File: src/fsh_surf_ram.sv
module fsh_surf_ram #(
  parameter int DEPTH = 64,
  parameter int AW    = 6
) (
  input  logic          clk,
  input  logic          we,
  input  logic [AW-1:0] waddr,
  input  logic          wdata,
  input  logic [AW-1:0] raddr,
  output logic          rdata
);

  logic mem [DEPTH];
  logic rdata_r;

  always_ff @(posedge clk) begin
    if (we) begin
      mem[waddr] <= wdata;
    end
    rdata_r <= mem[raddr];
  end

  assign rdata = rdata_r;

endmodule

File: config.mk
export PLATFORM = sky130hd
export DESIGN_NAME = fsh_surf_ram
export DESIGN_NICKNAME = d
export VERILOG_FILES = /design/src/fsh_surf_ram.sv
export SDC_FILE = /design/constraint.sdc
export NUM_CORES = 1
export LEC_CHECK = 0
export ABC_AREA = 0
export BUFFER_PORTS_ARGS = -buffer_cell sky130_fd_sc_hd__buf_2
export CORE_MARGIN = 2
export CORE_UTILIZATION = 44
export DETAILED_ROUTE_END_ITERATION = 12
export GPL_TIMING_DRIVEN = 0
export PLACE_DENSITY = 0.7
export SETUP_SLACK_MARGIN = 0.1
export SKIP_CTS_REPAIR_TIMING = 1
export SYNTH_ARGS = -nofsm -noshare
export SYNTH_HDL_FRONTEND = slang
export SYNTH_SLANG_ARGS = --single-unit
File: constraint.sdc
create_clock -name clk -period 2.61 [get_ports clk]
set_clock_uncertainty 0.15 [all_clocks]
set_input_delay 0.522 -clock clk [delete_from_list [all_inputs] [get_ports clk]]
set_output_delay 0.522 -clock clk [all_outputs]
set_load 0.02 [all_outputs]
==> results.md <==
* # H-tree levels at 3
* Slowest CP cell: clkbuf_1
* Largest net degree at the start of global routing at 65
* PortBufs at 8
* Setup-failing EPs final at 0
* Synth warn at 0
* HP Start: raddr[5]
* Num CTS Buffers at 9
* Most used DFF post-synth: edfxtp_1
* Worst setup EP type: flip-flop
* Fin crit share at between 80% and 90%
* Largest area contributor in the netlist: edfxtp_1
* Worst-path cell chain: clkbuf_1, clkbuf_1, mux4_2, a21boi_0, nand4_1, a32o_1
* Worst-path fanout max at 10
* Synth Area per Inst at roughly 14 um^2
* Drt total wl at 5.80 mm
* Critical path startpoint: raddr[2]
* Worst-margin pin slew at 966 ps
* DRC violation total after the first TritonRoute iteration at 131
* Top cells by area, synth: edfxtp_1 (66%), nor2_1 (8.6%), mux4_2 (7.7%), mux4_1 (6.3%), nand3_1 (1.5%)
* Die H at 85.4 um
* Antenna-violating nets left at 0
* Flops & latches, synth at 65
* Worst hold path cell count at 2
* Pwr dens at approximately 640 mW/mm^2
* Crit path kind: input pin to flip-flop
* Fin crit period at 2170 ps
* Post-Syn Instances at 204
* Unique masters post-synth at 25
* Status: finished clean
* Hold/Removal Path Class: input pin to flip-flop
* Async S/R FF share, synth at 0%
* Required @ worst endpoint at roughly 2700 ps
* Max Cap Viol at 0
* DRC Markers at 0
* Placed cells at 289
* Worst hold slack at between 200 and 300 ps
* Synth top area share at about 66%
* EDFF count, synth at 64
* First-pass GRT wire length at ~9.3 mm
* Vias per cell at ~5.6
* Via Count at approximately 1700
* Initial core utilization at between 40% and 50%
* RSZ-0062 raised after global routing: false
* Layout cell share with drive strength beyond 1 at roughly 14%
* Crit path arrival time at between 2000 and 2500 ps
* Core area at approximately 0.0064 mm^2
* Clock transition at path regs at approximately 60 ps
* Hold EP: rdata
* Lkg Pwr at 0.985 nW
* IO Pins at 16
* Worst r2r src: mem[2]
* Root Driver: clkbuf_8
* Syn nets at 219
* GRT Residual Overflow at 0
* Mapped cell area at 0.00291 mm^2
* CTS tree: built
* R2R cell count at 4
* Slew HR at 35.6%
* DRT Pass-1 Iters at 4
* RR Endpoint: rdata
* Filler cells at around 550
* CTS Sinks at 65
* GPL Wtd Cong at between 0.7 and 0.8
* Antenna cells at 0
* Post-layout net count at between 200 and 250
* Gr usage total at 17.7%
* Full die area at between 0.007 and 0.008 mm^2
* Max clock buf depth at 2
* Slowest Stage Delay on Critical Path at approximately 480 ps
* Number of global-route vias before repair at ~1700
* Initial antenna violation count at 0
* CP Launch Type: input pin
* Slew Viols, Final at 0
* Later-pin clock latency in the skew report at about 330 ps
* P&R area growth vs syn at 10.3%
* Die W at approximately 85 um
* Critical path's most frequent cell: clkbuf_1
* WL/cell at 19.2 um
* Row count at 29
* Fin. Hold Viols at 0
* Setup TNS at 0 ps
* FMAX at around 0.46 GHz
* Final HPWL from detailed placement at about 3.7 mm
* Flop2flop setup slack at 590 ps
* Fin cells at a little over 300
* Seq/Total Area, Yosys at between 60 and 70%
* Peak supply drop at 0.272 mV
==> worst max-delay path: cells and delay by family <==
| family | cells | cell delay, ps |
|---|---|---|
| simple gates | 1 | 100 |
| compound gates | 2 | 440 |
| buf+inv | 2 | 770 |
| mux | 1 | 390 |
==> report_power, final <==
group	total (mW)	internal (mW)	switching (mW)
registers	1.16	1.16	0.00181
logic	0.137	0.0504	0.0864
clock network	0.761	0.427	0.335
==> placed cells by master (no fill, tap or decap), drive strengths merged <==
| cell | instances |
|---|---|
| clkbuf | 22 |
| bufinv | 1 |
| nand4b | 1 |
| mux4 | 17 |
| nand3b | 4 |
| a22oi | 2 |
| a32o | 1 |
| dfxtp | 1 |
| edfxtp | 64 |
| and2b | 1 |
| nor3 | 2 |
| or2 | 1 |
| a41oi | 1 |
| nand4 | 3 |
| nor2b | 5 |
| nor2 | 67 |
| a21oi | 1 |
| nand2b | 2 |
| a21boi | 1 |
| nand3 | 9 |
| buf | 10 |
| or3b | 1 |
| nand2 | 7 |
| or3 | 1 |
==> synth_stat cells (all sizes together), types with 2 or more instances <==
cell / n
mux4: 17
nor2: 67
edfxtp: 64
nand3b: 4
a22oi: 2
nand4: 3
nor3: 2
nand2: 7
nor2b: 5
nand2b: 2
nand3: 9
clkbuf: 10
buf: 2
==> routing by layer <==
metal | vias up | part of all wire (%) | track usage (%)
met5 | - | 0 | 0
met4 | 0 | 1.9 | 6.93
met3 | 9 | 4.0 | 3.89
met2 | 40 | 49 | 26.5
met1 | 828 | 45 | 25.4
li1 | 800 | - | -
==> kinds of logic (layout without fill, tap and decap cells) <==
group	Yosys count	count (layout)	share of synthesized area (%)
and+or+nand+nor	104	104	15.9
DFF	65	65	66.6
muxes	17	17	14.0
buffers and inverters	12	33	1.85
AOI/OAI and AO/OA	6	6	1.59
==> metrics by stage <==
step | setup WS [ps] | util [%] | power (mW) | instance area [um^2]
after floorplan | 403 | - | 1.26 | 2910
after global placement | 83.4 | 47.8 | 1.31 | 3050
after detailed placement | 77.3 | 47.8 | 1.32 | 3050
after CTS | 429 | 50.4 | 2.07 | 3220
after global routing | 268 | 50.4 | 2.13 | 3220
final | 444 | 50.4 | 2.06 | 3220
==> sequential cells by signal, indices dropped and copies added, names as in the netlist <==
signal and count:
mem 64, rdata 1
==> layout make-up <==
type                    instances  area, um^2  share of cell area (%)
clock inverters                 1        30.0                   0.934
flip-flops and latches         65        1940                    60.4
plain buffers                  12        53.8                    1.67
well taps                      77        96.3                    3.00
clock buffers                  12         135                    4.20
multi-input cells             127         918                    28.6
repair buffers                  8        40.0                    1.25
==> worst max-delay path by stage <==
stage                  to  slack, ps  cells past startpoint
CTS                 rdata        430                      6
floorplan           rdata        400                      5
detailed placement  rdata         80                      6
finish              rdata        440                      6
global placement    rdata         80                      6
global route        rdata        270                      6
Power figures use the tool's default switching activity.
