[config.mk]
export PLATFORM = sky130hd
export DESIGN_NAME = fsh_fermi
export DESIGN_NICKNAME = d
export VERILOG_FILES = /design/src/fsh_pkg.sv /design/src/fsh_fermi.sv
export SDC_FILE = /design/constraint.sdc
export NUM_CORES = 2
export LEC_CHECK = 0
export BUFFER_PORTS_ARGS = -buffer_cell sky130_fd_sc_hd__buf_2
export CAP_MARGIN = 20
export CORE_ASPECT_RATIO = 1.5
export CORE_MARGIN = 4
export CORE_UTILIZATION = 42
export CTS_BUF_LIST = sky130_fd_sc_hd__clkbuf_4 sky130_fd_sc_hd__clkbuf_8
export CTS_CLUSTER_DIAMETER = 60
export DETAILED_ROUTE_END_ITERATION = 8
export GPL_TIMING_DRIVEN = 0
export PLACE_DENSITY_LB_ADDON = 0.1
export SYNTH_ARGS = -nofsm -noshare
export SYNTH_HDL_FRONTEND = slang
export SYNTH_SLANG_ARGS = --single-unit
[constraint.sdc]
create_clock -name clk -period 13.2 [get_ports clk]
set_input_delay 0.66 -clock clk [delete_from_list [all_inputs] [get_ports clk]]
set_output_delay 0.66 -clock clk [all_outputs]
set_load 0.02 [all_outputs]
[src/fsh_pkg.sv]
package fsh_pkg;

  typedef struct packed {
    logic [5:0]         bead_number;
    logic signed [31:0] energy_lower;
    logic signed [31:0] energy_upper;
    logic [15:0]        random_fraction;
    logic               final_bead;
  } fsh_in_t;

  typedef struct packed {
    logic signed [31:0] active_energy;
    logic               hopped;
    logic               new_surface;
    logic signed [39:0] energy_total;
    logic               last;
  } fsh_out_t;

  localparam logic [7:0] CFG_COUPLING  = 8'd0;
  localparam logic [7:0] CFG_TIME_STEP = 8'd1;
  localparam logic [7:0] CFG_BETA      = 8'd2;
  localparam logic [7:0] CFG_BIAS      = 8'd3;

  localparam int DIV_NUM_W = 50;
  localparam int DIV_DEN_W = 34;
  localparam int DIV_STEPS = 50;

  // round(2^32 / e)
  localparam logic [30:0] EXP_NEG_ONE = 31'd1580030169;
  // 100.0 in Q16.16
  localparam logic [23:0] ARG_MAX     = 24'd6553600;
  localparam logic [7:0]  WHOLE_LIMIT = 8'd24;
  localparam logic [3:0]  LAST_TERM   = 4'd12;
  localparam logic [16:0] F_ONE       = 17'd65536;

  typedef struct packed {
    logic                 start;
    logic [DIV_NUM_W-1:0] num;
    logic [DIV_DEN_W-1:0] den;
  } div_req_t;

  typedef struct packed {
    logic                 done;
    logic [DIV_NUM_W-1:0] quo;
  } div_resp_t;

  typedef struct packed {
    logic               start;
    logic signed [34:0] d;
  } fermi_req_t;

  typedef struct packed {
    logic        done;
    logic [16:0] f;
  } fermi_resp_t;

endpackage

[src/fsh_fermi.sv]
module fsh_fermi (
  input  logic                 clk,
  input  logic                 rst_n,
  input  logic [30:0]          beta,
  input  fsh_pkg::fermi_req_t  req,
  output fsh_pkg::fermi_resp_t resp,
  output fsh_pkg::div_req_t    dreq,
  input  fsh_pkg::div_resp_t   dresp
);

  localparam logic [3:0] F_IDLE  = 4'd0;
  localparam logic [3:0] F_MLO   = 4'd1;
  localparam logic [3:0] F_MHI   = 4'd2;
  localparam logic [3:0] F_ARG   = 4'd3;
  localparam logic [3:0] F_TMUL  = 4'd4;
  localparam logic [3:0] F_TDIV  = 4'd5;
  localparam logic [3:0] F_EFIN  = 4'd6;
  localparam logic [3:0] F_EMUL  = 4'd7;
  localparam logic [3:0] F_DDIV  = 4'd8;
  localparam logic [3:0] F_DWAIT = 4'd9;

  logic [3:0]  st_r;
  logic        done_r;
  logic        pos_r;
  logic [34:0] mag_r;
  logic [48:0] plo_r;
  logic [47:0] phi_r;
  logic [23:0] arg_r;
  logic [31:0] fq_r;
  logic [31:0] term_r;
  logic [31:0] tm_r;
  logic [33:0] sum_r;
  logic [32:0] e_r;
  logic [3:0]  k_r;
  logic [7:0]  cnt_r;
  logic [16:0] f_r;

  logic [32:0] ma;
  logic [31:0] mb;
  logic [64:0] mp;
  logic [65:0] prod;
  logic        big;
  logic [23:0] arg;
  logic [33:0] den_c;
  logic [49:0] num_c;
  logic        req_pos;
  logic [32:0] magic;
  logic [2:0]  msh;
  logic [32:0] tq_w;
  logic [31:0] tq;

  // division by k as a multiply by the rounded-up reciprocal
  always_comb begin
    magic = 33'h1_0000_0000;
    msh   = 3'd0;
    case (k_r)
      4'd2:  begin magic = 33'h1_0000_0000; msh = 3'd1; end
      4'd3:  begin magic = 33'h1_5555_5556; msh = 3'd2; end
      4'd4:  begin magic = 33'h1_0000_0000; msh = 3'd2; end
      4'd5:  begin magic = 33'h1_9999_999A; msh = 3'd3; end
      4'd6:  begin magic = 33'h1_5555_5556; msh = 3'd3; end
      4'd7:  begin magic = 33'h1_2492_4925; msh = 3'd3; end
      4'd8:  begin magic = 33'h1_0000_0000; msh = 3'd3; end
      4'd9:  begin magic = 33'h1_C71C_71C8; msh = 3'd4; end
      4'd10: begin magic = 33'h1_9999_999A; msh = 3'd4; end
      4'd11: begin magic = 33'h1_745D_1746; msh = 3'd4; end
      4'd12: begin magic = 33'h1_5555_5556; msh = 3'd4; end
      default: begin
        magic = 33'h1_0000_0000;
        msh   = 3'd0;
      end
    endcase
  end

  always_comb begin
    ma = '0;
    mb = '0;
    unique case (st_r)
      F_MLO: begin
        ma = {2'b0, beta};
        mb = {14'b0, mag_r[17:0]};
      end
      F_MHI: begin
        ma = {2'b0, beta};
        mb = {15'b0, mag_r[34:18]};
      end
      F_TMUL: begin
        ma = {1'b0, term_r};
        mb = fq_r;
      end
      F_TDIV: begin
        ma = magic;
        mb = tm_r;
      end
      F_EMUL: begin
        ma = e_r;
        mb = {1'b0, fsh_pkg::EXP_NEG_ONE};
      end
      default: begin
        ma = '0;
        mb = '0;
      end
    endcase
    mp   = 65'(ma) * 65'(mb);
    tq_w = mp[64:32] >> msh;
    tq   = tq_w[31:0];
  end

  always_comb begin
    prod    = {17'b0, plo_r} + {phi_r, 18'b0};
    big     = prod > (66'd1 << 40);
    arg     = prod[40:17];
    den_c   = 34'h1_0000_0000 + {1'b0, e_r};
    num_c   = (pos_r && arg_r != '0) ? ({1'b0, e_r, 16'b0} + {17'b0, den_c[33:1]})
                                     : ((50'd1 << 48) + {17'b0, den_c[33:1]});
    req_pos = !req.d[34] && (req.d != '0);
  end

  always_comb begin
    dreq.start = (st_r == F_DDIV);
    dreq.num   = num_c;
    dreq.den   = den_c;
  end

  always_ff @(posedge clk) begin
    if (!rst_n) begin
      st_r   <= F_IDLE;
      done_r <= 1'b0;
    end else begin
      done_r <= 1'b0;
      unique case (st_r)
        F_IDLE: begin
          if (req.start) begin
            pos_r <= req_pos;
            mag_r <= req.d[34] ? 35'(-req.d) : 35'(req.d);
            st_r  <= F_MLO;
          end
        end
        F_MLO: begin
          plo_r <= mp[48:0];
          st_r  <= F_MHI;
        end
        F_MHI: begin
          phi_r <= mp[47:0];
          st_r  <= F_ARG;
        end
        F_ARG: begin
          if (big) begin
            f_r    <= pos_r ? 17'd0 : fsh_pkg::F_ONE;
            done_r <= 1'b1;
            st_r   <= F_IDLE;
          end else if (pos_r && arg > fsh_pkg::ARG_MAX) begin
            f_r    <= 17'd0;
            done_r <= 1'b1;
            st_r   <= F_IDLE;
          end else begin
            arg_r  <= arg;
            fq_r   <= {arg[15:0], 16'b0};
            term_r <= {arg[15:0], 16'b0};
            sum_r  <= 34'h1_0000_0000 - {2'b0, arg[15:0], 16'b0};
            k_r    <= 4'd2;
            cnt_r  <= arg[23:16];
            if (arg[23:16] >= fsh_pkg::WHOLE_LIMIT) begin
              e_r  <= '0;
              st_r <= F_DDIV;
            end else begin
              st_r <= F_TMUL;
            end
          end
        end
        F_TMUL: begin
          tm_r <= mp[63:32];
          st_r <= F_TDIV;
        end
        F_TDIV: begin
          term_r <= tq;
          // odd terms of the series subtract
          sum_r  <= k_r[0] ? sum_r - {2'b0, tq} : sum_r + {2'b0, tq};
          if (k_r == fsh_pkg::LAST_TERM) begin
            st_r <= F_EFIN;
          end else begin
            k_r  <= k_r + 4'd1;
            st_r <= F_TMUL;
          end
        end
        F_EFIN: begin
          e_r  <= sum_r[32:0];
          st_r <= (cnt_r == '0) ? F_DDIV : F_EMUL;
        end
        F_EMUL: begin
          // one factor of exp(-1) per whole unit
          e_r   <= {1'b0, mp[63:32]};
          cnt_r <= cnt_r - 8'd1;
          if (cnt_r == 8'd1) begin
            st_r <= F_DDIV;
          end
        end
        F_DDIV: begin
          st_r <= F_DWAIT;
        end
        F_DWAIT: begin
          if (dresp.done) begin
            f_r    <= dresp.quo[16:0];
            done_r <= 1'b1;
            st_r   <= F_IDLE;
          end
        end
        default: begin
          st_r <= F_IDLE;
        end
      endcase
    end
  end

  assign resp.done = done_r;
  assign resp.f    = f_r;

endmodule

==> impl_metrics.py <==
metrics = {
    "run_status": {
        "status": "finished, violations left",
        "violations": "negative setup slack",
    },
    "cts": {
        "clock_sinks": 342,
        "cts-htree-levels": 2,
        "numCtsBuffers": 59,
        "root_buffer": "clkbuf_8",
        "cts_tree": "done",
        "path_clk_slew_ps": 70,
        "clockBufferDepth": 3,
        "clock_latency_ps": 820,
    },
    "global_route": {
        "grt_pass1_vias": 57005,
        "grt_max_degree": 33,
        "grt_overflow": 0,
        "antenna_found_initial": 33,
        "grt_usage_pct": 47.0,
        "grt_pass1_wl_mm": 456,
    },
    "sta": {
        "fin_crit_ps": 14310,
        "setup_viol": 16,
        "drv_slew": 0,
        "relSlewSlack_pct": 15.4,
        "clock.fmax_mhz": 69.9,
        "fin_setup_tns_ps": -6460,
        "rsz0062_at_grt": "true",
        "fin_skew_ps": 84.3,
        "fin_crit_sh_pct": 108,
        "setup_ws_ps": -1110,
        "worstMarginPinSlew_ps": 1260,
        "finalHoldViolations": 0,
    },
    "power_and_ir_drop": {
        "totalPowerFinal_mw": 7.16,
        "ir_drop_uv": 147,
        "p_leak_nw": 31.0,
        "powerDensity_nw_per_um2": 102,
        "p_sw_mw": 3.54,
        "internal_power_mw": 3.62,
        "switching_share_pct": 49.5,
        "power_frac_comb_pct": 64.2,
        "clockPowerShare_pct": 17.2,
        "seq_power_share_pct": 18.6,
    },
    "die": {
        "die_w_um": 310,
        "rows": 165,
        "io_pins": 223,
        "coreArea_um2": 135000,
        "start_util_pct": 42.4,
        "die-area_um2": 143000,
        "die_y_um": 461,
    },
    "yosys": {
        "seq_area_frac_synth_pct": 17.4,
        "synth.distinct_cells": 93,
        "synth.avg_cell_area_um2": 8.76,
        "syn_inst": 6553,
        "synth_edf_count": 316,
        "synth-warning-count": 0,
        "synthFlopType": "edfxtp_1",
        "synth_nets": 7958,
        "ys_seq_elements": 342,
        "async_flop_share_pct": 0,
        "synth_area_um2": 57400,
    },
    "finish": {
        "area_growth_pct": 21.9,
        "layout.cells.non_filler": 8979,
        "multi_input_area_um2": 45100,
        "drive_above_1_share_pct": 19.5,
        "fill_cells": 13033,
        "seq_area_um2": 10000,
        "utilization_pct": 51.7,
        "fin_nets": 8558,
    },
    "drt": {
        "vias": 55976,
        "final_antenna_net_count": 0,
        "avgRoutedWirePerCell_um": 37.3,
        "post_drt_via_cell_ratio": 6.23,
        "drtIter0Drc": 6157,
        "drc_errors": 0,
        "detail_route.wirelength_mm": 335,
        "first_pass_iters": 9,
    },
    "min_path": {
        "hold_class": "input port to flip-flop",
    },
    "setup_path": {
        "crit_fanout": 8,
        "slowest_delay_ps": 690,
        "path_class": "flip-flop to flip-flop",
        "r2r_setup_slack_ps": -1110,
        "start_kind": "flip-flop",
        "crit_path_end_kind": "flip-flop",
        "crit_slowest_cell": "fa_2",
        "arrival_ps": 14810,
        "worstPathRequired_ps": 13700,
    },
    "placement": {
        "place_congestion": 1.09,
        "hpwl_mm": 268,
        "dp_cells": 8628,
        "port_buffers": 187,
    },
    "flow_run": {
        "maxCapViolCount": 0,
    },
}
==> area by class of cell <==
| cell class | count | share of cell area [%] |
|---|---|---|
| antenna | 24 | 0.0858 |
| buffer | 306 | 3.25 |
| clock buffer | 77 | 1.40 |
| clock inverter | 33 | 0.658 |
| inverter | 1038 | 5.61 |
| multi-input combinational | 4822 | 64.5 |
| sequential | 342 | 14.3 |
| tap | 1753 | 3.13 |
| timing repair buffer | 584 | 7.07 |
==> critical path, delay by kind of cell (launching register included) <==
kind / cells / cell delay [ps]
AOI/OAI and AO/OA: 12 / 2510
xor gates and xnor gates: 2 / 520
adders and majority gates: 11 / 5400
buffers and inverters: 16 / 2520
DFF: 1 / 430
muxes: 1 / 470
and+or+nand+nor: 12 / 2040
==> Yosys cell counts (51+ instances only) <==
library cell	instances	area share, %
ha_1	356	7.8
and2_1	53	0.58
and3_1	51	0.56
nand2_1	941	6.1
o21ai_0	244	2.1
inv_1	1037	6.8
mux2i_1	61	1.1
a21o_1	63	0.82
xnor2_1	123	1.9
nand3_1	60	0.52
edfxtp_1	316	17
a22o_1	56	0.85
xor2_1	71	1.1
clkbuf_1	314	2.1
nor3_1	90	0.78
fa_1	929	32
nand4_1	72	0.78
or3_1	52	0.57
a21oi_1	265	2.3
nor2_1	730	4.8
==> per-stage QoR <==
stage	area, um^2	setup slack [ps]	hold WS (ps)
after global placement	60600	-8930	556
after floorplan	57500	69.9	475
after detailed placement	62600	-6970	560
after global routing	70000	-1240	64.8
after CTS	68100	-706	33.4
final	70000	-1110	59.5
==> placed cells by master (no fill, tap or decap), types with 28 or more instances in the layout <==
| cell | netlist | routed |
|---|---|---|
| and2_1 | 53 | 44 |
| a21oi_2 | 0 | 36 |
| or3_1 | 52 | 49 |
| mux2i_1 | 61 | 55 |
| fa_1 | 929 | 883 |
| a22o_1 | 56 | 31 |
| nand3_1 | 60 | 54 |
| o21ai_2 | 0 | 32 |
| inv_1 | 1037 | 1020 |
| nor3_1 | 90 | 73 |
| nor2_1 | 730 | 710 |
| buf_8 | 0 | 55 |
| clkbuf_8 | 0 | 102 |
| nor4_1 | 40 | 30 |
| buf_2 | 4 | 203 |
| edfxtp_1 | 316 | 316 |
| and3_1 | 51 | 41 |
| clkbuf_1 | 314 | 105 |
| o21ai_0 | 244 | 179 |
| a21oi_1 | 265 | 205 |
| buf_4 | 17 | 299 |
| xor2_1 | 71 | 62 |
| a31oi_1 | 34 | 28 |
| xnor2_1 | 123 | 110 |
| fa_2 | 0 | 46 |
| clkbuf_2 | 1 | 43 |
| clkbuf_4 | 0 | 65 |
| nand4_1 | 72 | 72 |
| ha_1 | 356 | 327 |
| a21o_1 | 63 | 58 |
| a22oi_2 | 0 | 31 |
| o21a_1 | 31 | 29 |
| buf_6 | 0 | 35 |
| nand2_1 | 941 | 909 |
==> routing by layer <==
| layer | track usage (%) | vias up | wire, um |
|---|---|---|---|
| li1 | - | 22609 | - |
| met1 | 46.6 | 27981 | 102000 |
| met2 | 73.0 | 3687 | 149000 |
| met3 | 16.5 | 1677 | 34400 |
| met4 | 50.4 | 22 | 48300 |
| met5 | 1.56 | - | 380 |
==> registers in the layout, summed over array words and instances (netlist names) <==
register / flops
plo_r: 49
phi_r: 48
mag_r: 35
e_r: 33
sum_r: 33
term_r: 32
tm_r: 32
arg_r: 24
magic: 18
f_r: 17
cnt_r: 8
k_r: 4
st_r: 4
msh: 3
done_r: 1
pos_r: 1
==> power groups by stage <==
stage	clock network, mW	registers, mW	logic [mW]
global placement	0	1.36	3.35
global route	1.28	1.33	4.71
finish	1.23	1.33	4.60
floorplan	0	1.34	1.84
detailed placement	0	1.35	3.51
CTS	1.23	1.33	4.10
==> cell families after synthesis <==
family,after synthesis,synth area share (%)
buf+inv,1391,9.21
flops,342,17.4
compound gates,1049,12.0
simple gates,2218,16.8
xor+xnor,194,2.96
mux,74,1.38
fa+ha+maj,1285,40.1
==> final timing paths <==
check	from	to	cells after the start
min reg2reg	sum_r[15]	e_r[15]	1
max reg2reg	st_r[0]	sum_r[32]	54
min	req[0]	mag_r[0]	1
max	st_r[0]	sum_r[32]	54
==> timing repair <==
item / in CTS / in global routing
hold buffers: 0 / 0
pin swaps: 87 / 131
setup endpoints to repair: 143 / 23
gates cloned: 4 / 2
setup buffers: 146 / 111
gates resized for setup: 869 / 241
No activity file was read; power rests on OpenSTA's default activity.
