### src/fsh_pkg.sv
package fsh_pkg;

  typedef struct packed {
    logic [5:0]         bead_number;
    logic signed [31:0] energy_lower;
    logic signed [31:0] energy_upper;
    logic [15:0]        random_fraction;
    logic               final_bead;
  } fsh_in_t;

  typedef struct packed {
    logic signed [31:0] active_energy;
    logic               hopped;
    logic               new_surface;
    logic signed [39:0] energy_total;
    logic               last;
  } fsh_out_t;

  localparam logic [7:0] CFG_COUPLING  = 8'd0;
  localparam logic [7:0] CFG_TIME_STEP = 8'd1;
  localparam logic [7:0] CFG_BETA      = 8'd2;
  localparam logic [7:0] CFG_BIAS      = 8'd3;

  localparam int DIV_NUM_W = 50;
  localparam int DIV_DEN_W = 34;
  localparam int DIV_STEPS = 50;

  // round(2^32 / e)
  localparam logic [30:0] EXP_NEG_ONE = 31'd1580030169;
  // 100.0 in Q16.16
  localparam logic [23:0] ARG_MAX     = 24'd6553600;
  localparam logic [7:0]  WHOLE_LIMIT = 8'd24;
  localparam logic [3:0]  LAST_TERM   = 4'd12;
  localparam logic [16:0] F_ONE       = 17'd65536;

  typedef struct packed {
    logic                 start;
    logic [DIV_NUM_W-1:0] num;
    logic [DIV_DEN_W-1:0] den;
  } div_req_t;

  typedef struct packed {
    logic                 done;
    logic [DIV_NUM_W-1:0] quo;
  } div_resp_t;

  typedef struct packed {
    logic               start;
    logic signed [34:0] d;
  } fermi_req_t;

  typedef struct packed {
    logic        done;
    logic [16:0] f;
  } fermi_resp_t;

endpackage

### src/fsh_div.sv
module fsh_div (
  input  logic                clk,
  input  logic                rst_n,
  input  fsh_pkg::div_req_t   req,
  output fsh_pkg::div_resp_t  resp
);

  logic                          busy_r;
  logic                          done_r;
  logic [5:0]                    cnt_r;
  logic [fsh_pkg::DIV_NUM_W-1:0] num_r;
  logic [fsh_pkg::DIV_DEN_W-1:0] den_r;
  logic [fsh_pkg::DIV_DEN_W-1:0] rem_r;
  logic [fsh_pkg::DIV_NUM_W-1:0] quo_r;
  logic [fsh_pkg::DIV_DEN_W:0]   rem_sh;
  logic [fsh_pkg::DIV_DEN_W:0]   diff;
  logic                          ge;

  always_comb begin
    rem_sh = {rem_r, num_r[fsh_pkg::DIV_NUM_W-1]};
    diff   = rem_sh - {1'b0, den_r};
    ge     = rem_sh >= {1'b0, den_r};
  end

  always_ff @(posedge clk) begin
    if (!rst_n) begin
      busy_r <= 1'b0;
      done_r <= 1'b0;
      cnt_r  <= '0;
    end else begin
      done_r <= 1'b0;
      if (req.start) begin
        busy_r <= 1'b1;
        cnt_r  <= '0;
      end else if (busy_r) begin
        cnt_r <= cnt_r + 6'd1;
        if (cnt_r == 6'(fsh_pkg::DIV_STEPS - 1)) begin
          busy_r <= 1'b0;
          done_r <= 1'b1;
        end
      end
    end
  end

  // restoring long division, one quotient bit a cycle
  always_ff @(posedge clk) begin
    if (req.start) begin
      num_r <= req.num;
      den_r <= req.den;
      rem_r <= '0;
    end else if (busy_r) begin
      num_r <= {num_r[fsh_pkg::DIV_NUM_W-2:0], 1'b0};
      rem_r <= ge ? diff[fsh_pkg::DIV_DEN_W-1:0] : rem_sh[fsh_pkg::DIV_DEN_W-1:0];
      quo_r <= {quo_r[fsh_pkg::DIV_NUM_W-2:0], ge};
    end
  end

  assign resp.done = done_r;
  assign resp.quo  = quo_r;

endmodule

### config.mk
export PLATFORM = sky130hd
export DESIGN_NAME = fsh_div
export DESIGN_NICKNAME = d
export VERILOG_FILES = /design/src/fsh_pkg.sv /design/src/fsh_div.sv
export SDC_FILE = /design/constraint.sdc
export NUM_CORES = 1
export LEC_CHECK = 0
export BUFFER_PORTS_ARGS = -buffer_cell sky130_fd_sc_hd__buf_2
export CORE_MARGIN = 4
export CORE_UTILIZATION = 50
export DETAILED_ROUTE_END_ITERATION = 7
export GPL_TIMING_DRIVEN = 0
export PLACE_DENSITY = 0.8
export SLEW_MARGIN = 5
export SYNTH_ARGS = -nofsm -noshare
export SYNTH_HDL_FRONTEND = slang
export SYNTH_SLANG_ARGS = --single-unit
### constraint.sdc
create_clock -name clk -period 3.44 [get_ports clk]
set_input_delay 0.344 -clock clk [delete_from_list [all_inputs] [get_ports clk]]
set_output_delay 0.344 -clock clk [all_outputs]
set_load 0.02 [all_outputs]
==> results of run 1 <==
[registers in the layout, summed over array words and instances (netlist names)]
signal	count
cnt_r	6
num_r	50
quo_r	50
done_r	1
rem_r	34
busy_r	1
den_r	34
[cell usage after synthesis (3+ instances only)]
| master | count | share of area |
|---|---|---|
| mux2_2 | 49 | 0.066 |
| o211ai_1 | 3 | 0.0027 |
| and2_1 | 4 | 0.0030 |
| nand4_1 | 6 | 0.0045 |
| a32oi_1 | 4 | 0.0042 |
| clkbuf_1 | 17 | 0.0076 |
| a21oi_1 | 27 | 0.016 |
| a311oi_2 | 4 | 0.0072 |
| a211oi_1 | 5 | 0.0045 |
| nand2_1 | 81 | 0.036 |
| nor2b_1 | 3 | 0.0022 |
| nand3_1 | 10 | 0.0060 |
| a2111oi_0 | 4 | 0.0042 |
| or3_1 | 5 | 0.0037 |
| a21boi_0 | 3 | 0.0027 |
| xnor2_1 | 16 | 0.017 |
| ha_1 | 36 | 0.054 |
| o21a_1 | 7 | 0.0063 |
| nor2_1 | 46 | 0.021 |
| inv_1 | 51 | 0.023 |
| nor3_1 | 7 | 0.0042 |
| a21o_1 | 14 | 0.013 |
| a31oi_1 | 6 | 0.0045 |
| o21ai_0 | 31 | 0.019 |
| a311oi_1 | 18 | 0.019 |
| and3_1 | 6 | 0.0045 |
| xor2_1 | 15 | 0.016 |
| edfxtp_1 | 134 | 0.48 |
| mux2i_1 | 9 | 0.011 |
| dfxtp_1 | 42 | 0.10 |
[worst reg2reg max path, delay by kind of cell (launching register included)]
| kind | cells | cell delay, ns |
|---|---|---|
| flops | 1 | 0.33 |
| compound gates | 5 | 1.35 |
| simple gates | 4 | 0.72 |
| fa+ha+maj | 1 | 0.36 |
| buf+inv | 4 | 0.43 |
[area by class of cell]
type | instances | area [µm²]
fillers | 1335 | 6490
flip-flops and latches | 176 | 4860
multi-input cells | 446 | 3220
repair buffers | 144 | 771
clock buffers | 19 | 433
well taps | 220 | 275
inverters | 53 | 205
plain buffers | 22 | 133
clock inverters | 13 | 125
[stage by stage]
stage / setup slack, ns / cells / power (W) / TNS (ns)
floorplan: 0.0838 / 698 / 0.00308 / 0
global placement: -0.861 / 1055 / 0.00328 / -41.35
detailed placement: -0.662 / 1057 / 0.00330 / -2.40
global route: -0.00292 / 1093 / 0.00537 / -0.00292
CTS: 0.0159 / 1091 / 0.00515 / 0
finish: 0.131 / 1093 / 0.00513 / 0
[metal layers]
layer / up-vias / part of all wire
met5: - / 0
met4: 0 / 0.017
met3: 23 / 0.055
met2: 180 / 0.48
met1: 2741 / 0.45
li1: 2900 / -
[power groups by stage]
stage | registers, W | clock network (W) | logic, W
4_1_cts | 0.00252 | 0.00187 | 0.000758
3_3_place_gp | 0.00256 | 0 | 0.000721
6_report | 0.00251 | 0.00184 | 0.000776
2_1_floorplan | 0.00256 | 0 | 0.000522
3_5_place_dp | 0.00256 | 0 | 0.000745
5_1_grt | 0.00253 | 0.00197 | 0.000864
[worst max path at each step]
stage | endpoint | start | slack [ns] | depth (start not counted)
after detailed placement | rem_r[32]$_SDFFE_PP0P_ | num_r[49]$_DFFE_PP_ | -0.66 | 13
after floorplan | rem_r[32]$_SDFFE_PP0P_ | num_r[49]$_DFFE_PP_ | 0.08 | 13
final | rem_r[17]$_SDFFE_PP0P_ | den_r[10]$_DFFE_PP_ | 0.13 | 14
after CTS | rem_r[32]$_SDFFE_PP0P_ | num_r[49]$_DFFE_PP_ | 0.02 | 14
after global routing | rem_r[32]$_SDFFE_PP0P_ | num_r[49]$_DFFE_PP_ | -0.003 | 14
after global placement | rem_r[30]$_SDFFE_PP0P_ | req[84] | -0.86 | 6
[cells by family after synthesis]
family | count (synthesis) | share of synthesized area
and+or+nand+nor | 176 | 0.0921
DFF | 176 | 0.581
AOI/OAI and AO/OA | 144 | 0.121
buffers and inverters | 76 | 0.0403
muxes | 58 | 0.0767
adders and majority gates | 37 | 0.0562
xor gates and xnor gates | 31 | 0.0324
[layout by cell type (no fill, tap or decap), drive strengths merged, types with 2 or more instances in the layout]
| master | synthesis | routed |
|---|---|---|
| buf | 6 | 149 |
| edfxtp | 134 | 134 |
| nand2 | 82 | 82 |
| inv | 52 | 57 |
| mux2 | 49 | 49 |
| nor2 | 46 | 46 |
| dfxtp | 42 | 42 |
| ha | 36 | 36 |
| clkbuf | 17 | 36 |
| o21ai | 31 | 31 |
| a21oi | 27 | 27 |
| a311oi | 22 | 22 |
| xnor2 | 16 | 16 |
| xor2 | 15 | 15 |
| a21o | 14 | 14 |
| nand3 | 11 | 11 |
| mux2i | 9 | 9 |
| clkinv | 1 | 8 |
| nor3 | 7 | 7 |
| o21a | 7 | 7 |
| a31oi | 6 | 6 |
| nand4 | 6 | 6 |
| and3 | 6 | 6 |
| or3 | 5 | 5 |
| a211oi | 5 | 5 |
| a32oi | 4 | 4 |
| and2 | 4 | 4 |
| a2111oi | 4 | 4 |
| nor2b | 3 | 3 |
| a21boi | 3 | 3 |
| o211ai | 3 | 3 |
| o311ai | 2 | 2 |
| o21bai | 2 | 2 |
| nor4 | 2 | 2 |
| o31ai | 2 | 2 |
| nor3b | 2 | 2 |
[repair_timing]
item | in CTS | in global routing
buffers inserted | 2 | 3
gates resized for setup | 7 | 11
hold buffers | 0 | 0
endpoints found under the setup margin | 8 | 28
pin swaps | 2 | 10
==> run_results.csv, run 1 <==
group,metric,value,unit
grt,antenna_found_initial,0,
cts,cts-root-buf,"clkbuf_16",
critical_path,ff2ff_path_depth,14,
run_status,outcome,"complete, no violations",
logic_synthesis,synth_nets,822,
floorplanning,ios,138,
place,placed_area,9380,µm²
cts,cts.sinks,176,
grt,grt_pass1_vias,5748,
grt,grt_use_met1,0.248,
logic_synthesis,netlist_instances,698,
power,power.internal,0.00380,W
grt,grt_pass1_wl,27.7,mm
timing,period_needed,3.31,ns
hold_path,hold_path.class,"in2reg",
grt,grt_start_max_net_pins,51,
floorplanning,die_h,137,µm
timing,tightest_slew,0.862,ns
floorplanning,initial_core_util,0.507,
place,place_congestion,0.890,
critical_path,worst_setup_path_start_kind,"register",
grt,grt_usage,0.187,
timing,finalMaxSlewViolations,0,
critical_path,required,3.75,ns
power,pwr-share-clk,0.358,
critical_path,path_buf_inv,4,
critical_path,r2r-end,"rem_r[17]$_SDFFE_PP0P_",
power,switching_share,0.260,
cts,cts_tree,"done",
logic_synthesis,ys_seq_elements,176,
place,port_buffers,137,
critical_path,slowest_stage,"a2111o_1",
grt,grt_overflow_total,0,
power,powerDensity,511,nW/µm²
critical_path,cp_slowest_stage_delay,0.42,ns
logic_synthesis,synth_edf_count,134,
detailed_routing,drtIter0Drc,534,
cells_and_area,antenna_cells,0,
hold_path,hold_depth,1,
critical_path,cp_top_family,"compound AO/OA/AOI/OAI gates",
detailed_routing,drt_pass1_iterations,5,
critical_path,arrival,3.62,ns
logic_synthesis,ys_async_sr_fraction,0,
detailed_routing,post_drt_wl_per_cell,16.1,µm
floorplanning,rows,47,
cts,clk_pin_slew,0.07,ns
timing,fin_crit_sh,0.962,
critical_path,worstSetupPathType,"reg2reg",
timing,setup_viol,0,
floorplanning,core,16500,µm²
grt,top_usage_layer,"met2",
detailed_routing,num_vias,5844,
critical_path,r2r_start,"den_r[10]$_DFFE_PP_",
cells_and_area,drive_gt1_frac,0.284,
cts,worst_skew_pair.late_latency,0.42,ns
detailed_routing,viasPerCell,5.35,
floorplanning,dieArea,18900,µm²
power,pwr-share-seq,0.490,
grt,grt_util_met2,0.308,
timing,timing.hold.ws,0.0911,ns
cts,htreeDepth,4,
logic_synthesis,synth_cell_type_count,58,
power,combinationalPowerShare,0.151,
power,leakage,4.04,nW
timing,fin_skew,0.00951,ns
place,hpwl,12.5,mm
detailed_routing,routed_wl,17.6,mm
logic_synthesis,synth.avg_cell_area,12.0,µm²
cells_and_area,syn_to_final_growth,19.8,%
power,p_switching,0.00133,W
floorplanning,die_x,137,µm
logic_synthesis,syn_area,8370,µm²
timing,relSlewSlack,0.426,
hold_path,hold_path_end,"den_r[17]$_DFFE_PP_",
detailed_routing,ant_nets,0,
logic_synthesis,yosysWarnings,0,
cells_and_area,design_area,10000,µm²
logic_synthesis,yosysSeqAreaShare,0.581,
flow_run,drv_cap,0,
hold_path,min_from,"req[17]",
cells_and_area,final_util,0.607,
critical_path,path_cells,"inv_1, ha_2, nand3_2, or3_4, a31o_1, a2111o_1, nand2_2, a31oi_1, o21a_1, buf_6, inv_6, buf_4, nand2_1, a311oi_1",
critical_path,critPathMaxFanout,10,
logic_synthesis,synth_flop_cell,"edfxtp_1",
detailed_routing,drc,0,
cts,numCtsBuffers,17,
power,vdd_ir_drop_max,0.383,mV
cells_and_area,layout.nets,984,
timing,fmax,302,MHz
grt,grtUsageMet3,0.0435,
cts,cts_buffer_depth,2,
critical_path,end_kind,"register",
critical_path,reg2reg_slack,0.13,ns
timing,hold_viol_final,0,
Power figures use the tool's default switching activity.
==> run 2, diff against run 1 <==
--- a/config.mk
+++ b/config.mk
@@ -8,7 +8,9 @@
 export BUFFER_PORTS_ARGS = -buffer_cell sky130_fd_sc_hd__buf_2
 export CORE_MARGIN = 4
 export CORE_UTILIZATION = 50
+export CTS_BUF_LIST = sky130_fd_sc_hd__clkbuf_8 sky130_fd_sc_hd__clkbuf_16
 export DETAILED_ROUTE_END_ITERATION = 7
+export GPL_ROUTABILITY_DRIVEN = 0
 export GPL_TIMING_DRIVEN = 0
 export PLACE_DENSITY = 0.8
 export SLEW_MARGIN = 5
==> run 2 against run 1 <==
  * Critical endpoint unchanged
  * Final cell count did not move
  * Worst hold slack barely moved
  * Largest power group unchanged
  * Design area did not move
  * Core utilization did not move
  * Global-route usage did not move
  * Fmax barely moved
  * Worst setup slack barely moved
  * Combinational power barely moved
  * Sequential power barely moved
  * Die area did not move
  * Clock skew did not move
  * Sequential share of layout area did not move
==> run_results.csv, run 2 (synthesized netlist as in run 1, its figures left out) <==
group,metric,value,unit
grt,antenna_found_initial,0,
timing,tightest_slew,0.862,ns
power,leakage,4.05,nW
hold_path,hold_path.class,"in2reg",
timing,setup_ws,0.131,ns
floorplanning,core,16500,µm²
grt,grt_pass1_wl,27.7,mm
grt,grt_usage,0.187,
grt,grt_overflow_total,0,
detailed_routing,drt_pass1_iterations,5,
detailed_routing,num_vias,5844,
critical_path,worst_setup_path_start_kind,"register",
cells_and_area,layout_commonest_cell,"buf_2",
grt,grt_use_met1,0.248,
cells_and_area,layout_common_cells,"buf_2, edfxtp_1, nand2_1",
place,dp_slack,-0.662,ns
detailed_routing,ant_nets,0,
critical_path,worstSetupPathType,"reg2reg",
cts,htreeDepth,4,
timing,relSlewSlack,0.426,
timing,fin_skew,0.00951,ns
grt,grtUsageMet3,0.0435,
timing,hold_viol_final,0,
power,powerDensity,511,nW/µm²
detailed_routing,routed_wl,17.6,mm
cts,clk_pin_slew,0.07,ns
critical_path,end_kind,"register",
detailed_routing,drtIter0Drc,534,
grt,grt_util_met2,0.308,
cells_and_area,layout.nets,984,
grt,grt_pass1_vias,5748,
grt,grt_start_max_net_pins,51,
floorplanning,die_h,137,µm
detailed_routing,viasPerCell,5.35,
detailed_routing,drc,0,
cts,cts-root-buf,"clkbuf_16",
run_status,outcome,"complete, no violations",
cts,cts_tree,"done",
critical_path,arrival,3.62,ns
detailed_routing,post_drt_wl_per_cell,16.1,µm
grt,top_usage_layer,"met2",
floorplanning,initial_core_util,0.507,
cts,cts.sinks,176,
floorplanning,dieArea,18900,µm²
place,port_buffers,137,
cts,worst_skew_pair.late_latency,0.42,ns
timing,period_needed,3.31,ns
cells_and_area,reg_top3,"num_r (50), quo_r (50)",
floorplanning,ios,138,
timing,fmax,302,MHz
flow_run,drv_cap,0,
cells_and_area,syn_to_final_growth,19.8,%
power,finalPower,0.00512,W
timing,setup_viol,0,
cells_and_area,stdcell_count,1093,
cells_and_area,antenna_cells,0,
timing,finalMaxSlewViolations,0,
cts,numCtsBuffers,17,
timing,fin_crit_sh,0.962,
place,hpwl,12.5,mm
cells_and_area,final_util,0.607,
place,dp_cells,1057,
cts,cts_buffer_depth,2,
power,vdd_ir_drop_max,0.383,mV
cells_and_area,drive_gt1_frac,0.284,
critical_path,critPathMaxFanout,10,
critical_path,required,3.75,ns
floorplanning,rows,47,
floorplanning,die_x,137,µm
run 2: path summary, 6_finish.rpt:
check                                    startpoint  cells past startpoint  slack (ns)                      to
worst min register to register  quo_r[13]$_DFFE_PP_                      0        0.45     quo_r[14]$_DFFE_PP_
worst max-delay path            den_r[10]$_DFFE_PP_                     14        0.13  rem_r[17]$_SDFFE_PP0P_
worst max register to register  den_r[10]$_DFFE_PP_                     14        0.13  rem_r[17]$_SDFFE_PP0P_
worst min-delay path                        req[17]                      1        0.09     den_r[17]$_DFFE_PP_
run 2: power breakdown:
group / internal (W) / switching, W
combinational: 0.000334 / 0.000442
sequential: 0.00245 / 0.0000643
clock: 0.00100 / 0.000827
run 2: per-layer routing:
layer	vias to the layer above	part of all wire
met2	180	0.48
met3	23	0.055
met1	2741	0.45
met5	-	0
met4	0	0.017
li1	2900	-
run 2: what timing repair did:
action                     in CTS  in global routing
gates resized for setup         7                 11
hold buffers                    0                  0
setup endpoints to repair       8                 28
setup buffers                   2                  3
pin swaps                       2                 10
run 2: cell type report:
type,instances,area (µm²)
Clock inverter,15,133
Multi-Input combinational cell,446,3220
Buffer,22,133
Sequential cell,176,4860
Clock buffer,17,425
Fill cell,1335,6490
Timing Repair Buffer,144,771
Inverter,53,205
Tap cell,220,275
run 2: worst max-delay path: stages, from the launching register on:
cell	delay [ns]
edfxtp_1	0.33
inv_1	0.05
ha_2	0.36
nand3_2	0.11
or3_4	0.38
a31o_1	0.23
a2111o_1	0.42
nand2_2	0.13
a31oi_1	0.14
o21a_1	0.22
buf_6	0.15
inv_6	0.06
buf_4	0.17
nand2_1	0.08
a311oi_1	0.34
run 2: stage by stage:
step / cell area (µm²) / hold WS (ns) / setup TNS [ns]
finish: 10000 / 0.0911 / 0
global route: 10000 / 0.0717 / -0.00292
CTS: 9980 / 0.0758 / 0
detailed placement: 9380 / 0.430 / -2.40
global placement: 9330 / 0.426 / -41.35
floorplan: 8370 / 0.443 / 0
==> run 3, diff against run 2 <==
--- a/config.mk
+++ b/config.mk
@@ -12,7 +12,7 @@
 export DETAILED_ROUTE_END_ITERATION = 7
 export GPL_ROUTABILITY_DRIVEN = 0
 export GPL_TIMING_DRIVEN = 0
-export PLACE_DENSITY = 0.8
+export PLACE_DENSITY = 0.76
 export SLEW_MARGIN = 5
 export SYNTH_ARGS = -nofsm -noshare
 export SYNTH_HDL_FRONTEND = slang
==> run 3 against run 2 <==
  * Sequential cell count unchanged
  * First-iteration DRC count down 33%
  * Design area up 0.51%
  * Sequential share of layout area down 0.25 points
  * Non-clock buffer count unchanged
  * Sequential power about the same
  * Global-route usage down 0.084 points
  * Core utilization up 0.31 points
  * Wire length down 0.56%
  * Worst setup slack worse by 0.028 ns
  * Largest power group unchanged
  * Final cell count unchanged
  * Register-to-register slack worse by 0.03 ns
==> run_results.csv, run 3 (synthesized netlist as in run 1, its figures left out) <==
group,metric,value,unit
detailed_routing,viasPerCell,5.38,
run_status,outcome,"complete, no violations",
detailed_routing,routed_wl,17.6,mm
critical_path,worstSetupPathType,"reg2reg",
power,p_switching,0.00137,W
cells_and_area,fillers,1332,
cells_and_area,reg_top3,"num_r (50), quo_r (50)",
cells_and_area,stdcell_count,1093,
detailed_routing,wl_met2,8.34,mm
cells_and_area,syn_to_final_growth,20.4,%
power,pwr-share-seq,0.485,
timing,setup_viol,0,
timing,fin_setup_tns,0,ns
critical_path,crit_end,"rem_r[18]$_SDFFE_PP0P_",
detailed_routing,wl_met3,870,µm
cts,clk_pin_slew,0.07,ns
floorplanning,die_x,137,µm
grt,grt_pass1_wl,27.7,mm
cts,cts_buffer_depth,2,
place,port_buffers,137,
grt,grt_pass1_vias,5611,
critical_path,worst_setup_path_start_kind,"register",
power,vdd_ir_drop_max,0.385,mV
timing,timing.hold.ws,0.0882,ns
cts,cts.sinks,176,
critical_path,end_kind,"register",
floorplanning,initial_core_util,0.507,
cells_and_area,multiInputGateArea,3250,µm²
floorplanning,core,16500,µm²
critical_path,path_cells,"inv_1, ha_2, nand3_2, or3_1, a31o_1, a2111o_1, nand2_2, a31oi_1, o21a_1, buf_6, inv_6, buf_12, buf_12, nand2_1, a311oi_1",
detailed_routing,drt_pass1_iterations,5,
floorplanning,die_h,137,µm
power,switching_share,0.264,
place,dp_cells,1057,
power,combinationalPowerShare,0.150,
critical_path,required,3.77,ns
detailed_routing,num_vias,5884,
hold_path,hold_path.class,"in2reg",
critical_path,arrival,3.67,ns
timing,fin_crit_sh,0.970,
critical_path,ff2ff_path_depth,15,
power,powerDensity,514,nW/µm²
power,pwr-share-clk,0.364,
floorplanning,ios,138,
cts,cts-root-buf,"clkbuf_16",
detailed_routing,top_layer_used,"met4",
cells_and_area,seq_area,4860,µm²
timing,relSlewSlack,0.440,
critical_path,cp_slowest_stage_delay,0.43,ns
power,leakage,4.04,nW
power,power.internal,0.00381,W
floorplanning,rows,47,
critical_path,critPathMaxFanout,10,
critical_path,critPathLaunch,"den_r[9]$_DFFE_PP_",
cts,htreeDepth,4,
detailed_routing,drc,0,
critical_path,reg2reg_slack,0.10,ns
timing,rsz0062_at_grt,"yes",
place,placed_area,9380,µm²
critical_path,r2r_start,"den_r[9]$_DFFE_PP_",
cells_and_area,design_area,10100,µm²
timing,fmax,300,MHz
timing,tightest_slew,0.840,ns
critical_path,slowest_stage,"a2111o_1",
place,hpwl,12.5,mm
cells_and_area,layout_common_cells,"buf_2, edfxtp_1, nand2_1",
detailed_routing,drtIter0Drc,359,
flow_run,drv_cap,0,
timing,finalMaxSlewViolations,0,
cells_and_area,final_util,0.610,
cts,cts_tree,"done",
detailed_routing,met1_length,8.07,mm
cells_and_area,drive_gt1_frac,0.289,
cts,numCtsBuffers,17,
detailed_routing,post_drt_wl_per_cell,16.1,µm
grt,grt_start_max_net_pins,54,
critical_path,crit_top_cell,"buf_12",
cts,worst_skew_pair.late_latency,0.43,ns
cells_and_area,antenna_cells,0,
detailed_routing,ant_nets,0,
grt,grt_overflow_total,0,
cells_and_area,layout.nets,984,
grt,antenna_found_initial,0,
timing,fin_skew,0.0102,ns
floorplanning,dieArea,18900,µm²
timing,period_needed,3.34,ns
grt,grt_usage,0.186,
cells_and_area,layout_commonest_cell,"buf_2",
critical_path,r2r-end,"rem_r[18]$_SDFFE_PP0P_",
timing,hold_viol_final,0,
==> run 3: area by class of cell <==
cell class / instances / area share
flip-flops and latches: 176 / 0.483
multi-input cells: 446 / 0.323
repair buffers: 144 / 0.0765
clock buffers: 17 / 0.0422
well taps: 220 / 0.0273
inverters: 53 / 0.0204
clock inverters: 15 / 0.0151
plain buffers: 22 / 0.0132
==> run 3: repair_timing <==
item | 4_1_cts | 5_1_grt
buffers inserted | 3 | 2
resized for setup | 7 | 15
endpoints found under the setup margin | 8 | 28
pin swaps | 3 | 6
hold endpoints to repair | 0 | 0
hold buffers | 0 | 0
==> run 3: critical path: cells and delay by family, from the launching register on <==
family	cells	cell delay, ns
buffers and inverters	5	0.54
AOI/OAI and AO/OA	5	1.30
DFF	1	0.34
adders and majority gates	1	0.38
and+or+nand+nor	4	0.69
==> run 3: how the worst min path moves through the flow <==
stage | startpoint | slack, ns | end | depth (start not counted)
after global placement | quo_r[4]$_DFFE_PP_ | 0.43 | quo_r[5]$_DFFE_PP_ | 0
after global routing | req[21] | 0.07 | den_r[21]$_DFFE_PP_ | 1
final | req[12] | 0.09 | den_r[12]$_DFFE_PP_ | 1
after CTS | req[17] | 0.07 | den_r[17]$_DFFE_PP_ | 1
after detailed placement | quo_r[19]$_DFFE_PP_ | 0.43 | quo_r[20]$_DFFE_PP_ | 0
after floorplan | req[0] | 0.44 | den_r[0]$_DFFE_PP_ | 0
==> run 3: routing by layer <==
| layer | GRT usage | vias to the layer above |
|---|---|---|
| met5 | 0 | - |
| met4 | 0.0649 | 0 |
| met3 | 0.0336 | 21 |
| met1 | 0.257 | 2794 |
| li1 | - | 2909 |
| met2 | 0.297 | 160 |
==> run 3: through the flow <==
step	power [W]	setup slack [ns]
3_5_place_dp	0.00330	-0.768
6_report	0.00518	0.103
5_1_grt	0.00542	-0.0450
4_1_cts	0.00520	0.00964
2_1_floorplan	0.00308	0.0838
3_3_place_gp	0.00328	-0.901
==> run 3: power by group through the flow <==
stage	clock [W]	sequential, W	combinational, W
floorplan	0	0.00256	0.000522
global placement	0	0.00256	0.000724
detailed placement	0	0.00256	0.000746
CTS	0.00193	0.00251	0.000761
global route	0.00202	0.00253	0.000868
finish	0.00189	0.00251	0.000778
